$ cat config.mk
export PLATFORM = sky130hd
export DESIGN_NAME = at_command_byte_parser_top_flat
export DESIGN_NICKNAME = d
export VERILOG_FILES = /design/src/design/atcbp_pkg.sv /design/src/design/atcbp_in_if.sv /design/src/design/atcbp_out_if.sv /design/src/design/atcbp_core.sv /design/src/design/atcbp_out_queue.sv /design/src/design/at_command_byte_parser_top.sv /design/src/flat_wrapper.sv
export SDC_FILE = /design/constraint.sdc
export NUM_CORES = 1
export LEC_CHECK = 0
export BUFFER_PORTS_ARGS = -buffer_cell sky130_fd_sc_hd__buf_2
export CAP_MARGIN = 10
export CORE_AREA = 2 2 84 167
export CTS_BUF_LIST = sky130_fd_sc_hd__clkbuf_4
export CTS_CLUSTER_DIAMETER = 150
export CTS_CLUSTER_SIZE = 12
export DETAILED_ROUTE_END_ITERATION = 10
export DIE_AREA = 0 0 86 169
export HOLD_SLACK_MARGIN = 0.1
export PLACE_DENSITY = 0.63
export SLEW_MARGIN = 25
export SYNTH_ARGS = -nofsm -noshare
export SYNTH_HDL_FRONTEND = slang
export SYNTH_SLANG_ARGS = --single-unit
$ cat constraint.sdc
create_clock -name clk -period 7.1 [get_ports clk]
set_clock_uncertainty 0.1 [all_clocks]
set_input_delay 0.71 -clock clk [delete_from_list [all_inputs] [get_ports clk]]
set_output_delay 0.71 -clock clk [all_outputs]
set_load 0.02 [all_outputs]
$ cat src/design/atcbp_pkg.sv
// ----------------------------------------------------------------------------
// AT command byte parser package
// Shared codes and the result beat type.
// ----------------------------------------------------------------------------
package atcbp_pkg;

    typedef enum logic [1:0] {
        FUNC_BYTE  = 2'd0,
        FUNC_ARM   = 2'd1,
        FUNC_ABORT = 2'd2
    } func_t;

    typedef enum logic [2:0] {
        KIND_LINE_CHAR   = 3'd0,
        KIND_LINE_END    = 3'd1,
        KIND_LINE_CANCEL = 3'd2,
        KIND_LINE_OVFL   = 3'd3,
        KIND_DATA_BYTE   = 3'd4,
        KIND_DATA_DONE   = 3'd5,
        KIND_ARM_REJECT  = 3'd6
    } kind_t;

    typedef enum logic [1:0] {
        STATUS_OK      = 2'd0,
        STATUS_ENC_ERR = 2'd1,
        STATUS_ABORTED = 2'd2
    } status_t;

    typedef enum logic [1:0] {
        PH_WAIT_A  = 2'd0,
        PH_GOT_A   = 2'd1,
        PH_IN_LINE = 2'd2
    } phase_t;

    typedef struct packed {
        logic [2:0] kind;
        logic [7:0] out_byte;
        logic [7:0] count;
        logic       data_last;
        logic [1:0] done_status;
    } result_t;

endpackage

$ cat src/design/atcbp_in_if.sv
// ----------------------------------------------------------------------------
// AT command byte parser input channel
// Valid/ready channel carrying one parser event per beat.
// ----------------------------------------------------------------------------
interface atcbp_in_if;
    logic       valid;
    logic       ready;
    logic [1:0] func;
    logic [7:0] rx_byte;
    logic [8:0] arm_length;
    logic       arm_hex;

    modport source (output valid, output func, output rx_byte, output arm_length,
                    output arm_hex, input ready);
    modport sink (input valid, input func, input rx_byte, input arm_length,
                  input arm_hex, output ready);
endinterface

$ cat src/design/atcbp_out_if.sv
// ----------------------------------------------------------------------------
// AT command byte parser output channel
// Valid/ready channel carrying one parser result per beat.
// ----------------------------------------------------------------------------
interface atcbp_out_if;
    logic       valid;
    logic       ready;
    logic [2:0] kind;
    logic [7:0] out_byte;
    logic [7:0] count;
    logic       data_last;
    logic [1:0] done_status;

    modport source (output valid, output kind, output out_byte, output count,
                    output data_last, output done_status, input ready);
    modport sink (input valid, input kind, input out_byte, input count,
                  input data_last, input done_status, output ready);
endinterface

$ cat src/design/atcbp_core.sv
// ----------------------------------------------------------------------------
// AT command byte parser core
// Parser state registers and the single-pass next-state and result logic.
// ----------------------------------------------------------------------------
module atcbp_core #(
    parameter int BUFFER_DEPTH = 256
) (
    input  logic                clk,
    input  logic                rst_n,
    input  logic                accept,
    input  logic [1:0]          func,
    input  logic [7:0]          rx_byte,
    input  logic [8:0]          arm_length,
    input  logic                arm_hex,
    output logic                res_valid,
    output atcbp_pkg::result_t  res
);

    localparam int LEN_W = $clog2(BUFFER_DEPTH);

    localparam logic [7:0] CH_ESC = 8'h1B;
    localparam logic [7:0] CH_LF  = 8'h0A;
    localparam logic [7:0] CH_CR  = 8'h0D;

    atcbp_pkg::phase_t phase_reg, phase_next;
    logic [LEN_W-1:0]  line_len_reg, line_len_next;
    logic              active_reg, active_next;
    logic [LEN_W-1:0]  target_reg, target_next;
    logic [LEN_W-1:0]  recv_reg, recv_next;
    logic              hex_reg, hex_next;
    logic              odd_reg, odd_next;
    logic [3:0]        high_reg, high_next;

    logic              hex_ok;
    logic [3:0]        hex_val;
    logic [LEN_W-1:0]  recv_inc;
    logic [7:0]        upper;
    logic              in_line;

    always_comb
    begin
        hex_ok  = 1'b1;
        hex_val = 4'd0;
        if (rx_byte inside {[8'h30:8'h39]})
        begin
            hex_val = rx_byte[3:0];
        end
        else if (rx_byte inside {[8'h41:8'h46], [8'h61:8'h66]})
        begin
            hex_val = 4'(rx_byte[3:0] + 4'd9);
        end
        else
        begin
            hex_ok = 1'b0;
        end
    end

    assign upper    = (rx_byte inside {[8'h61:8'h7A]}) ? (rx_byte - 8'd32) : rx_byte;
    assign recv_inc = recv_reg + LEN_W'(1);
    assign in_line  = (phase_reg == atcbp_pkg::PH_IN_LINE);

    always_comb
    begin
        phase_next    = phase_reg;
        line_len_next = line_len_reg;
        active_next   = active_reg;
        target_next   = target_reg;
        recv_next     = recv_reg;
        hex_next      = hex_reg;
        odd_next      = odd_reg;
        high_next     = high_reg;
        res_valid     = 1'b0;
        res           = '0;

        if (accept)
        begin
            case (atcbp_pkg::func_t'(func))
                atcbp_pkg::FUNC_BYTE:
                begin
                    if (active_reg)
                    begin
                        if (hex_reg && !hex_ok)
                        begin
                            res_valid       = 1'b1;
                            res.kind        = atcbp_pkg::KIND_DATA_DONE;
                            res.count       = 8'(recv_reg);
                            res.done_status = atcbp_pkg::STATUS_ENC_ERR;
                            active_next = 1'b0;
                            target_next = '0;
                            recv_next   = '0;
                            hex_next    = 1'b0;
                            odd_next    = 1'b0;
                            high_next   = '0;
                        end
                        else if (hex_reg && !odd_reg)
                        begin
                            high_next = hex_val;
                            odd_next  = 1'b1;
                        end
                        else
                        begin
                            res_valid    = 1'b1;
                            res.kind     = atcbp_pkg::KIND_DATA_BYTE;
                            res.out_byte = hex_reg ? {high_reg, hex_val} : rx_byte;
                            res.count    = 8'(recv_inc);
                            odd_next     = 1'b0;
                            recv_next    = recv_inc;
                            if (recv_inc == target_reg)
                            begin
                                res.data_last = 1'b1;
                                active_next = 1'b0;
                                target_next = '0;
                                recv_next   = '0;
                                hex_next    = 1'b0;
                                high_next   = '0;
                            end
                        end
                    end
                    else if (rx_byte == CH_LF)
                    begin
                        phase_next = phase_reg;
                    end
                    else if (rx_byte == CH_ESC)
                    begin
                        phase_next    = atcbp_pkg::PH_WAIT_A;
                        line_len_next = '0;
                        if (in_line)
                        begin
                            res_valid = 1'b1;
                            res.kind  = atcbp_pkg::KIND_LINE_CANCEL;
                            res.count = 8'(line_len_reg);
                        end
                    end
                    else
                    begin
                        case (phase_reg)
                            atcbp_pkg::PH_GOT_A:
                            begin
                                if (rx_byte == "T" || rx_byte == "t")
                                begin
                                    phase_next    = atcbp_pkg::PH_IN_LINE;
                                    line_len_next = LEN_W'(2);
                                end
                                else
                                begin
                                    phase_next    = atcbp_pkg::PH_WAIT_A;
                                    line_len_next = '0;
                                end
                            end
                            atcbp_pkg::PH_IN_LINE:
                            begin
                                res_valid = 1'b1;
                                if (rx_byte == CH_CR)
                                begin
                                    res.kind      = atcbp_pkg::KIND_LINE_END;
                                    res.count     = 8'(line_len_reg);
                                    phase_next    = atcbp_pkg::PH_WAIT_A;
                                    line_len_next = '0;
                                end
                                else if (line_len_reg >= LEN_W'(BUFFER_DEPTH - 1))
                                begin
                                    res.kind      = atcbp_pkg::KIND_LINE_OVFL;
                                    res.count     = 8'(line_len_reg);
                                    phase_next    = atcbp_pkg::PH_WAIT_A;
                                    line_len_next = '0;
                                end
                                else
                                begin
                                    res.kind      = atcbp_pkg::KIND_LINE_CHAR;
                                    res.out_byte  = upper;
                                    line_len_next = line_len_reg + LEN_W'(1);
                                end
                            end
                            default:
                            begin
                                if (rx_byte == "A" || rx_byte == "a")
                                begin
                                    phase_next    = atcbp_pkg::PH_GOT_A;
                                    line_len_next = LEN_W'(1);
                                end
                                else
                                begin
                                    phase_next    = atcbp_pkg::PH_WAIT_A;
                                    line_len_next = '0;
                                end
                            end
                        endcase
                    end
                end
                atcbp_pkg::FUNC_ARM:
                begin
                    if (active_reg || arm_length >= 9'(BUFFER_DEPTH))
                    begin
                        res_valid = 1'b1;
                        res.kind  = atcbp_pkg::KIND_ARM_REJECT;
                    end
                    else if (arm_length == 9'd0)
                    begin
                        res_valid     = 1'b1;
                        res.kind      = atcbp_pkg::KIND_DATA_DONE;
                        res.data_last = 1'b1;
                    end
                    else
                    begin
                        phase_next    = atcbp_pkg::PH_WAIT_A;
                        line_len_next = '0;
                        active_next   = 1'b1;
                        target_next   = arm_length[LEN_W-1:0];
                        recv_next     = '0;
                        hex_next      = arm_hex;
                        odd_next      = 1'b0;
                        high_next     = '0;
                        if (in_line)
                        begin
                            res_valid = 1'b1;
                            res.kind  = atcbp_pkg::KIND_LINE_CANCEL;
                            res.count = 8'(line_len_reg);
                        end
                    end
                end
                atcbp_pkg::FUNC_ABORT:
                begin
                    if (active_reg)
                    begin
                        res_valid       = 1'b1;
                        res.kind        = atcbp_pkg::KIND_DATA_DONE;
                        res.count       = 8'(recv_reg);
                        res.done_status = atcbp_pkg::STATUS_ABORTED;
                        active_next = 1'b0;
                        target_next = '0;
                        recv_next   = '0;
                        hex_next    = 1'b0;
                        odd_next    = 1'b0;
                        high_next   = '0;
                    end
                end
                default:
                begin
                    res_valid = 1'b0;
                end
            endcase
        end
    end

    always_ff @(posedge clk or negedge rst_n)
    begin
        if (!rst_n)
        begin
            phase_reg    <= atcbp_pkg::PH_WAIT_A;
            line_len_reg <= '0;
            active_reg   <= 1'b0;
            target_reg   <= '0;
            recv_reg     <= '0;
            hex_reg      <= 1'b0;
            odd_reg      <= 1'b0;
            high_reg     <= '0;
        end
        else
        begin
            phase_reg    <= phase_next;
            line_len_reg <= line_len_next;
            active_reg   <= active_next;
            target_reg   <= target_next;
            recv_reg     <= recv_next;
            hex_reg      <= hex_next;
            odd_reg      <= odd_next;
            high_reg     <= high_next;
        end
    end

endmodule

$ cat src/design/atcbp_out_queue.sv
// ----------------------------------------------------------------------------
// AT command byte parser result queue
// Two-entry result register with skid slot; decouples input from a stalled sink.
// ----------------------------------------------------------------------------
module atcbp_out_queue (
    input  logic               clk,
    input  logic               rst_n,
    input  logic               push,
    input  atcbp_pkg::result_t push_data,
    output logic               has_room,
    output logic               out_valid,
    input  logic               out_ready,
    output atcbp_pkg::result_t out_data
);

    atcbp_pkg::result_t slot_reg [2];
    logic [1:0]         cnt_reg, cnt_next;
    logic               head_reg, head_next;
    logic               tail_reg, tail_next;
    logic               pop;

    assign pop       = out_valid && out_ready;
    assign out_valid = (cnt_reg != 2'd0);
    assign out_data  = slot_reg[head_reg];
    assign has_room  = (cnt_reg != 2'd2);

    always_comb
    begin
        head_next = pop  ? ~head_reg : head_reg;
        tail_next = push ? ~tail_reg : tail_reg;
        cnt_next  = cnt_reg + {1'b0, push} - {1'b0, pop};
    end

    always_ff @(posedge clk or negedge rst_n)
    begin
        if (!rst_n)
        begin
            cnt_reg  <= 2'd0;
            head_reg <= 1'b0;
            tail_reg <= 1'b0;
        end
        else
        begin
            cnt_reg  <= cnt_next;
            head_reg <= head_next;
            tail_reg <= tail_next;
        end
    end

    always_ff @(posedge clk)
    begin
        if (push)
        begin
            slot_reg[tail_reg] <= push_data;
        end
    end

endmodule

$ cat src/design/at_command_byte_parser_top.sv
// ----------------------------------------------------------------------------
// AT command byte parser top level
// Usage:
//   in_ch  carries one event per beat: a received byte, an arm of a data read
//          (length and encoding) or an abort. A beat is taken when valid and
//          ready are both high.
//   out_ch carries at most one result per input beat, in order.
//   Results: each is formed combinationally and registered in the queue.
//   Throughput: one input beat per cycle while the queue has room; the
//   parser state is updated by a single pass of logic at the input beat,
//   so consecutive beats never wait on each other.
//   Stall: results go into a two-entry queue; in_ch.ready drops only while
//   both entries are full, so one beat can still be taken while a result
//   waits on a stalled receiver.
//   Reset: rst_n clears the parser to waiting for A, leaves data mode and
//   empties the queue; no beat is lost or produced by reset itself.
// ----------------------------------------------------------------------------
module at_command_byte_parser_top #(
    parameter int BUFFER_DEPTH = 256
) (
    input  logic       clk,
    input  logic       rst_n,
    atcbp_in_if.sink   in_ch,
    atcbp_out_if.source out_ch
);

    logic               accept;
    logic               res_valid;
    atcbp_pkg::result_t res;
    atcbp_pkg::result_t head;
    logic               has_room;

    assign in_ch.ready = has_room;
    assign accept      = in_ch.valid && has_room;

    atcbp_core #(
        .BUFFER_DEPTH (BUFFER_DEPTH)
    ) u_core (
        .clk        (clk),
        .rst_n      (rst_n),
        .accept     (accept),
        .func       (in_ch.func),
        .rx_byte    (in_ch.rx_byte),
        .arm_length (in_ch.arm_length),
        .arm_hex    (in_ch.arm_hex),
        .res_valid  (res_valid),
        .res        (res)
    );

    atcbp_out_queue u_queue (
        .clk       (clk),
        .rst_n     (rst_n),
        .push      (res_valid),
        .push_data (res),
        .has_room  (has_room),
        .out_valid (out_ch.valid),
        .out_ready (out_ch.ready),
        .out_data  (head)
    );

    assign out_ch.kind        = head.kind;
    assign out_ch.out_byte    = head.out_byte;
    assign out_ch.count       = head.count;
    assign out_ch.data_last   = head.data_last;
    assign out_ch.done_status = head.done_status;

endmodule

$ cat src/flat_wrapper.sv
// flat-port wrapper written by rule: the top's interface ports become plain ports
module at_command_byte_parser_top_flat 
#(
    parameter int BUFFER_DEPTH = 256
)
  (clk, rst_n, in_ch_valid, in_ch_func, in_ch_rx_byte, in_ch_arm_length, in_ch_arm_hex, in_ch_ready, out_ch_valid, out_ch_kind, out_ch_out_byte, out_ch_count, out_ch_data_last, out_ch_done_status, out_ch_ready);
  atcbp_in_if in_ch_i ();
  atcbp_out_if out_ch_i ();
  input  logic clk;
  input  logic rst_n;
  input wire logic [$bits(in_ch_i.valid)-1:0] in_ch_valid;
  input wire logic [$bits(in_ch_i.func)-1:0] in_ch_func;
  input wire logic [$bits(in_ch_i.rx_byte)-1:0] in_ch_rx_byte;
  input wire logic [$bits(in_ch_i.arm_length)-1:0] in_ch_arm_length;
  input wire logic [$bits(in_ch_i.arm_hex)-1:0] in_ch_arm_hex;
  output wire logic [$bits(in_ch_i.ready)-1:0] in_ch_ready;
  output wire logic [$bits(out_ch_i.valid)-1:0] out_ch_valid;
  output wire logic [$bits(out_ch_i.kind)-1:0] out_ch_kind;
  output wire logic [$bits(out_ch_i.out_byte)-1:0] out_ch_out_byte;
  output wire logic [$bits(out_ch_i.count)-1:0] out_ch_count;
  output wire logic [$bits(out_ch_i.data_last)-1:0] out_ch_data_last;
  output wire logic [$bits(out_ch_i.done_status)-1:0] out_ch_done_status;
  input wire logic [$bits(out_ch_i.ready)-1:0] out_ch_ready;
  assign in_ch_i.valid = in_ch_valid;
  assign in_ch_i.func = in_ch_func;
  assign in_ch_i.rx_byte = in_ch_rx_byte;
  assign in_ch_i.arm_length = in_ch_arm_length;
  assign in_ch_i.arm_hex = in_ch_arm_hex;
  assign in_ch_ready = in_ch_i.ready;
  assign out_ch_valid = out_ch_i.valid;
  assign out_ch_kind = out_ch_i.kind;
  assign out_ch_out_byte = out_ch_i.out_byte;
  assign out_ch_count = out_ch_i.count;
  assign out_ch_data_last = out_ch_i.data_last;
  assign out_ch_done_status = out_ch_i.done_status;
  assign out_ch_i.ready = out_ch_ready;
  at_command_byte_parser_top #(.BUFFER_DEPTH(BUFFER_DEPTH)) u_core (.clk(clk), .rst_n(rst_n), .in_ch(in_ch_i), .out_ch(out_ch_i));
endmodule
==> impl_summary.md, run 1 <==
Setup path
The critical path depth in cells is 9. STA puts the critical path data arrival time at 3.23 ns. The kind of cell adding the most delay to the critical path is simple AND/OR/NAND/NOR gates. The setup path with the least slack is of type in2reg.

Walking the worst path, the cells encountered are buf_2 -> inv_1 -> ha_1 -> nor4b_4 -> nor4_1 -> o32a_2 -> nor3_1 -> o21ai_2 -> nor2_4. The highest cell delay on the worst timing path is 0.56 ns. Together, buffers and inverters on the worst path number 2. The largest fanout of any net on the critical path is 22. At the worst endpoint, the required time is 7.08 ns.

The depth of the worst register-to-register path is 7. The endpoint kind of the worst setup timing path is a flip-flop. The critical path startpoint category is an input pin. For this design, the slowest cell found on the critical path is nor2_4.

Floorplan
The vertical extent of the die is 169 um. Row generation in the floorplan step produced 60 rows. The initial cell density of the core is 39.0%. The area of the die is between 0.01 and 0.015 mm^2. The floorplan core area is 0.0133 mm^2. The floorplan step set the die width to 86 um. 48 I/O pins were placed.

Cells and area
The register with the most flip-flops in the layout has 44 of them. The final-layout fill cell count is ~1300. The number of nets in the final layout is 600. The finished cells cover 0.00566 mm^2. Cells fill 42.6% of the core in the end. The share of layout cells above drive strength 1 is 19.5%.

After the flow finishes, the layout carries non-filler instances totaling 719. The signed area change from the synthesized netlist to the final layout is 9.04%.

Pwr
The leakage power is 2.14 nW. The portion of total power attributed to sequential cells is 44.0%. The clock network burns 17.2% of the power. Cell internal power was estimated by the tool at 0.942 mW. Net switching is 40.3% of the power.

The combinational cell fraction of total power is 38.8%. In this run the power spent charging and discharging nets is about 0.64 mW. After layout, the design draws a total of 1.58 mW. Dividing total power by cell area gives a power density of 279 mW/mm^2.

The peak supply drop is 0.134 mV.

Logic synthesis
After synthesis, the largest area contributor takes up 25.5% of total cell area. The most common cell in the synthesized netlist is edfxtp_1. When the netlist entered floorplanning its net count stood at 567. In the synthesized netlist, the cells that appear most often are edfxtp_1 (44), nor2_1 (39), dfrtp_1 (37), nand2_1 (37), inv_1 (32). In the synthesized netlist the dominant register cell turns out to be edfxtp_1.

After synthesis, flip-flops and latches occupy ~43% of the total area. The synthesized netlist cell count is 525. Summing every instance area after synthesis gives 0.00519 mm^2.

Synthesis inferred 81 register bits. The number of unique standard cell types used by synthesis is 77. Yosys attributes the largest share of cell area to edfxtp_1 (25%), dfrtp_1 (18%), mux2_2 (5.0%). The number of enable flip-flop cells after synthesis is 44.

The synthesis warning total is 0. The share of async-settable or async-resettable flops after synthesis is 45.7%. A synthesized cell averages 9.88 um^2. The biggest area contributor in the post-synthesis netlist is edfxtp_1.

Routing
The average detailed-routed wire length per instance is around 18 um. The first TritonRoute pass finished after 8 iterations. For this block, the initial DRC count from the detailed router was 225. The post-route antenna net violation count is 0.

Using the TritonRoute via totals, the vias-per-cell ratio works out to 5.89. After detailed routing, the number of remaining DRC violations is 0. The routed design has 13.0 mm of wire.

The routed layout has 4236 vias.

Placement
Buffers placed on the I/O ports in this run total 47. OpenSTA, run right after detailed placement, puts the worst setup slack at approximately 3.4 ns. The number of cells in the design after placement is 701. The final weighted congestion in routability-driven placement is 0.889. The HPWL after detailed placement is 9.60 mm. After detailed placement, the total cell area comes to 0.00551 mm^2.

Global route
Global routing used 18.3% of the available tracks. The initial antenna violation count is 1. The remaining global-route overflow is 0.

The first global-routing pass estimated 20.9 mm of wire. The number of global-route vias before repair is around 4000. The pin count of the biggest net entering global routing is 38.

STA
Setup repair after global routing left no endpoint under its margin. The final-report max-slew violation count came to 0. The smallest setup slack after layout is 3.86 ns. In this run the tightest slew margin relative to its limit is 36.3%. The final critical-path required period is 3.24 ns. The transition at the pin with the smallest max-transition slack is between 0.9 and 1 ns. The count of final setup violators is 0. The final count of hold timing violations was 0.

The hold slack is 0.265 ns. The maximum achievable frequency is 308 MHz. The final setup TNS is 0 ns. The final cycle utilization of the critical path is approximately 46%.

Clock tree
The number of CTS-inserted buffers is 9. The TritonCTS clock tree is built. For the worst-skew pair, the clock arrives at the later sink with an insertion delay of 0.44 ns. Gates resized during post-CTS repair numbered 0. After clock tree synthesis, the setup repair step added 0 buffers. The H-tree generated during clock tree synthesis spans 3 levels.

The clock slew at the register clock pins of the worst setup and hold paths is 0.14 ns. The root buffer cell chosen for the clock tree is clkbuf_4. For this design, the sink count on the clock tree is just over 80. The maximum clock path buffer count is 2. The number of hold buffers added after CTS is 0.

Outcome
The flow ran to the end, and the final reports show no timing, DRC or antenna violations.

Min path
The min-delay analysis places its worst path in the category in2async.

Run
The count of max-cap constraint violations is 0.
-- metal layers --
layer	vias up	share of wire [%]	track usage (%)
met5	-	0	0
met2	168	51	31.6
met3	25	5.0	2.24
met4	0	2.7	7.73
li1	2014	-	-
met1	2029	41	22.6
-- final timing paths --
check                                               start                              to  slack (ns)
worst max-delay path                     in_ch_rx_byte[1]  u_core.u_queue.slot_reg[0][19]        3.86
worst min-delay path                                rst_n       u_core.u_core.recv_reg[3]        0.27
worst max register to register  u_core.u_core.recv_reg[0]       u_core.u_core.high_reg[3]        4.02
worst min register to register  u_core.u_queue.cnt_reg[1]       u_core.u_queue.cnt_reg[1]        0.42
max in group asynchronous                           rst_n           u_core.u_core.hex_reg        6.07
min in group clk                      in_ch_arm_length[6]     u_core.u_core.target_reg[6]        0.41
-- placed cells by master (no fill, tap or decap), drive strengths merged, types with 5 or more instances in the layout --
master   instances
nand2           38
nor2            40
nand2b           7
a31oi           19
o2bb2ai          7
clkbuf          10
dfrtp           37
buf             48
xnor2            9
nand4            9
or3              7
o21ai           36
o211ai           9
nand3           25
nor2b            5
a21oi           24
nor3             7
ha              18
xor2             8
edfxtp          44
inv             34
and2            13
mux2            23
mux2i           11
-- final cells by class --
class                      instances  area (um^2)  area share, %
tap                              155          194           3.43
sequential                        81         2250           39.7
clock inverter                     7         70.1           1.24
inverter                          33          124           2.19
multi-input combinational        384         2710           47.8
antenna                            1         2.50         0.0442
clock buffer                       9         67.6           1.19
timing repair buffer              49          248           4.38
-- power groups by stage --
stage	sequential (mW)	clock (mW)	combinational [mW]
6_report	0.695	0.271	0.613
5_1_grt	0.710	0.294	0.669
4_1_cts	0.696	0.276	0.614
3_5_place_dp	0.707	0	0.612
3_3_place_gp	0.703	0	0.600
2_1_floorplan	0.631	0	0.512
-- cell families (layout without fill, tap and decap cells) --
logic type / count (synthesis) / in the layout / share of synthesized area (%)
mux: 34 / 34 / 7.11
buf+inv: 60 / 98 / 4.85
other cells: 0 / 1 / 0
fa+ha+maj: 18 / 18 / 4.34
compound gates: 136 / 136 / 19.0
xor+xnor: 18 / 18 / 3.30
simple gates: 178 / 178 / 18.1
flops: 81 / 81 / 43.3
Note: power is estimated with default switching activity, not from simulation.
==> run 2, diff against run 1 <==
==> constraint.sdc (replaced) <==
create_clock -name clk -period 3.2 [get_ports clk]
set_clock_uncertainty 0.1 [all_clocks]
set_input_delay 0.32 -clock clk [delete_from_list [all_inputs] [get_ports clk]]
set_output_delay 0.32 -clock clk [all_outputs]
set_load 0.02 [all_outputs]
==> run 2 against run 1 <==
  * Routed wire length up 0.47%
  * Clock power up 130%
  * Cell area up 3.9%
  * Register-to-register slack worse by 3.5 ns
  * Critical path type unchanged
  * Highest routed layer unchanged
==> impl_summary.md, run 2 (synthesis results as in run 1) <==
Setup path
The depth of the worst register-to-register path is 8 (was 7). The origin of the worst setup path was in_ch_arm_length[4] (was in_ch_rx_byte[1]). The type of the setup path with the least slack is in2reg (unchanged). The endpoint kind of the worst setup timing path is a flip-flop (unchanged). The endpoint required time on the critical path is 3.47 ns (was 7.08 ns). The critical path startpoint category is an input pin (unchanged).

The highest cell delay on the worst timing path is 0.56 ns (about the same). The data arrival at the endpoint of the critical path is 3.00 ns (was 3.23 ns). The worst reg2reg path endpoint is u_core.u_core.high_reg[3] (unchanged).

The register-to-register setup slack is 0.50 ns (was 4.02 ns). The startpoint of the lowest-slack register-to-register path was u_core.u_core.recv_reg[1] (was u_core.u_core.recv_reg[0]). The slowest cell on the critical path is nor4_1 (was nor2_4). Cells along the critical path: dlygate4sd3_1 -> buf_2 -> nor4_1 -> and3_1 -> o21ai_1 -> nand3_1 -> o21ai_2 -> ha_1 -> inv_1 -> ha_1 -> xnor2_1 -> xnor2_1 (was buf_2 -> inv_1 -> ha_1 -> nor4b_4 -> nor4_1 -> o32a_2 -> nor3_1 -> o21ai_2 -> nor2_4). The largest fanout of any net on the critical path was 4 (was 22).

Clock tree
The root cell of the clock tree is clkbuf_4 (unchanged). The clock slew at the register clock pins of the worst setup and hold paths is 0.14 ns (about the same). The maximum clock path buffer count came to 2 (unchanged).

The CTS sink count is 81 (unchanged). The number of CTS-inserted buffers was 9 (unchanged). The buffer count from post-CTS setup fixing is 0 (unchanged).

The later-pin clock latency in the skew report is 0.44 ns (about the same). The H-tree depth reported by CTS is 3 (unchanged). The TritonCTS clock tree is built (unchanged).

Cells and area
The share of layout cells above drive strength 1 is 21.3% (was 19.5%). The number of flip-flops under the largest register name is 44 (unchanged). The post-route cell area was 0.00588 mm^2 (was 0.00566 mm^2). The final cell utilization of the core is 44.3% (was 42.6%). The area of the multi-input gates came to 0.00270 mm^2 (was 0.00271 mm^2). The final-layout fill cell count is 1272 (was 1317). Highest-count cells in the layout ignoring fill and taps: buf_2 (47), edfxtp_1 (44), nand2_1 (37), nor2_1 (37), dfrtp_1 (37) (unchanged). The most common library cell in the layout ignoring fill and taps is buf_2 (unchanged). The number of nets in the final layout is 623 (was 600). The flip-flop and latch area was 0.00225 mm^2 (unchanged).

The signed area change from the synthesized netlist to the final layout was 13.3% (was 9.04%).

Min path
For hold timing, the worst endpoint is u_core.u_queue.head_reg. The class of the tightest hold or removal check was in2reg (was in2async). Counting instances, the worst hold path has a depth of 3. The worst hold path begins at out_ch_ready.

Global route
The global-route usage over all layers is 18.4% (was 18.3%). The pin count of the biggest net entering global routing came to 38 (unchanged). The first-pass GRT wire length came to 21.0 mm (was 20.9 mm). The initial antenna violation count came to 1 (unchanged). The number of global-route vias before repair is 4199 (was 4056).

The remaining global-route overflow is 0 (unchanged).

STA
The tightest slew margin relative to the limit came to 35.1% (was 36.3%). The count of final setup violators was 0 (unchanged). Static timing analysis puts the maximum clock frequency at 366 MHz. The final count of hold timing violations came to 0 (unchanged). Setup repair after global routing missed its margin: no (unchanged). The final-report max-slew violation count was 0 (unchanged). The final cycle utilization of the critical path is 85.3%. The transition at the pin with the smallest max-transition slack was 0.973 ns (was 0.955 ns). The final setup TNS came to 0 ns (unchanged).

The final critical-path required period is 2.73 ns.

Routing
The first-pass detailed-route iteration total is 5 (was 8). The final wirelength is 13.1 mm (was 13.0 mm). The post-route antenna net violation count is 0 (unchanged). The met2 wire length is 6.71 mm (was 6.63 mm).

The top layer used by detailed routing is met4 (unchanged). The mean number of vias per cell came to 5.84 (was 5.89). The met3 wire length is 533 um (was 648 um). The count of vias placed by the detailed router was 4330 (was 4236).

The average detailed-routed wire length per instance was 17.6 um (was 18.1 um). The number of DRC violations after detailed-routing iteration 0 is 281 (was 225). The wire length on met1 is 5.45 mm (was 5.39 mm). The number of design rule violations left after detail routing is 0 (unchanged).

Placement
The HPWL after detailed placement is 9.88 mm (was 9.60 mm). The count of input and output buffers is 47 (unchanged). The instance area at placement came to 0.00563 mm^2 (was 0.00551 mm^2). The final weighted congestion in routability-driven placement is 0.902 (was 0.889).

Pwr
The peak supply drop is 0.251 mV (was 0.134 mV). The leakage power came to 2.26 nW (was 2.14 nW). The power density relative to cell area is 609 mW/mm^2 (was 279 mW/mm^2).

Floorplan
The vertical extent of the die was 169 um (unchanged). The initial cell density of the core is 39.0% (unchanged). The width of the die was 86 um (unchanged). The number of rows in the core area is 60 (unchanged). The area of the die is 0.0145 mm^2 (unchanged). The floorplan core area was 0.0133 mm^2 (unchanged).

The number of I/O pins came to 48 (unchanged).

Run
The count of max-cap constraint violations came to 0 (unchanged).

Outcome
Status: finished, final reports clean (unchanged).
[run 2: cell types whose count changed in the layout (fill, tap and decap cells not counted)]
cell	previous run	this run
buf_12	0	2
inv_6	1	3
dlygate4sd3_1	0	10
clkinvlp_4	2	1
buf_4	1	13
nor2_4	2	0
nor2_2	1	3
clkinv_1	2	0
clkbuf_2	1	0
clkinv_2	0	1
[run 2: metal layers]
layer / vias up / global-route usage (%)
met1: 2107 / 22.7
met5: - / 0
li1: 2060 / -
met3: 26 / 1.90
met4: 0 / 8.49
met2: 137 / 31.7
[run 2: through the flow]
step | cells | power (mW) | setup WS [ns] | hold slack [ns]
2_1_floorplan | 525 | 2.54 | -0.0276 | -0.0756
3_3_place_gp | 715 | 2.96 | 0.251 | 0.377
3_5_place_dp | 715 | 2.97 | 0.212 | 0.383
4_1_cts | 741 | 3.60 | 0.461 | 0.194
5_1_grt | 742 | 3.78 | 0.197 | 0.215
6_report | 742 | 3.58 | 0.470 | 0.177
[run 2: what timing repair did]
item                                   4_1_cts  5_1_grt
endpoints found under the hold margin       46        0
hold buffers                                10        0
resized for setup                            0        0
[run 2: layout make-up]
type | count | area share, %
multi-input combinational | 384 | 45.8
inverter | 33 | 2.11
clock buffer | 9 | 1.15
antenna | 1 | 0.0426
timing repair buffer | 72 | 8.04
tap | 155 | 3.30
sequential | 81 | 38.2
clock inverter | 7 | 1.32
[run 2: worst max path at each step]
| stage | cells past startpoint | slack, ns | to |
|---|---|---|---|
| floorplan | 8 | -0.03 | u_core.u_queue.slot_reg[1][0] |
| global placement | 12 | 0.25 | u_core.u_queue.cnt_reg[1] |
| detailed placement | 13 | 0.21 | u_core.u_queue.cnt_reg[1] |
| CTS | 12 | 0.46 | u_core.u_queue.cnt_reg[1] |
| global route | 12 | 0.20 | u_core.u_queue.cnt_reg[1] |
| finish | 12 | 0.47 | u_core.u_queue.cnt_reg[1] |
[run 2: critical path: cells and delay by family]
family	cells	cell delay [ns]
AOI/OAI and AO/OA	2	0.25
xor gates and xnor gates	2	0.30
adders and majority gates	2	0.48
buffers and inverters	3	0.69
and+or+nand+nor	3	0.97
[run 2: where the power goes]
| group | internal [mW] | total, mW | leakage (nW) | switching [mW] |
|---|---|---|---|---|
| Combinational | 0.608 | 1.44 | 1.28 | 0.827 |
| Sequential | 1.30 | 1.53 | 0.903 | 0.228 |
| Clock | 0.246 | 0.622 | 0.0773 | 0.376 |
| Total | 2.15 | 3.58 | 2.26 | 1.43 |
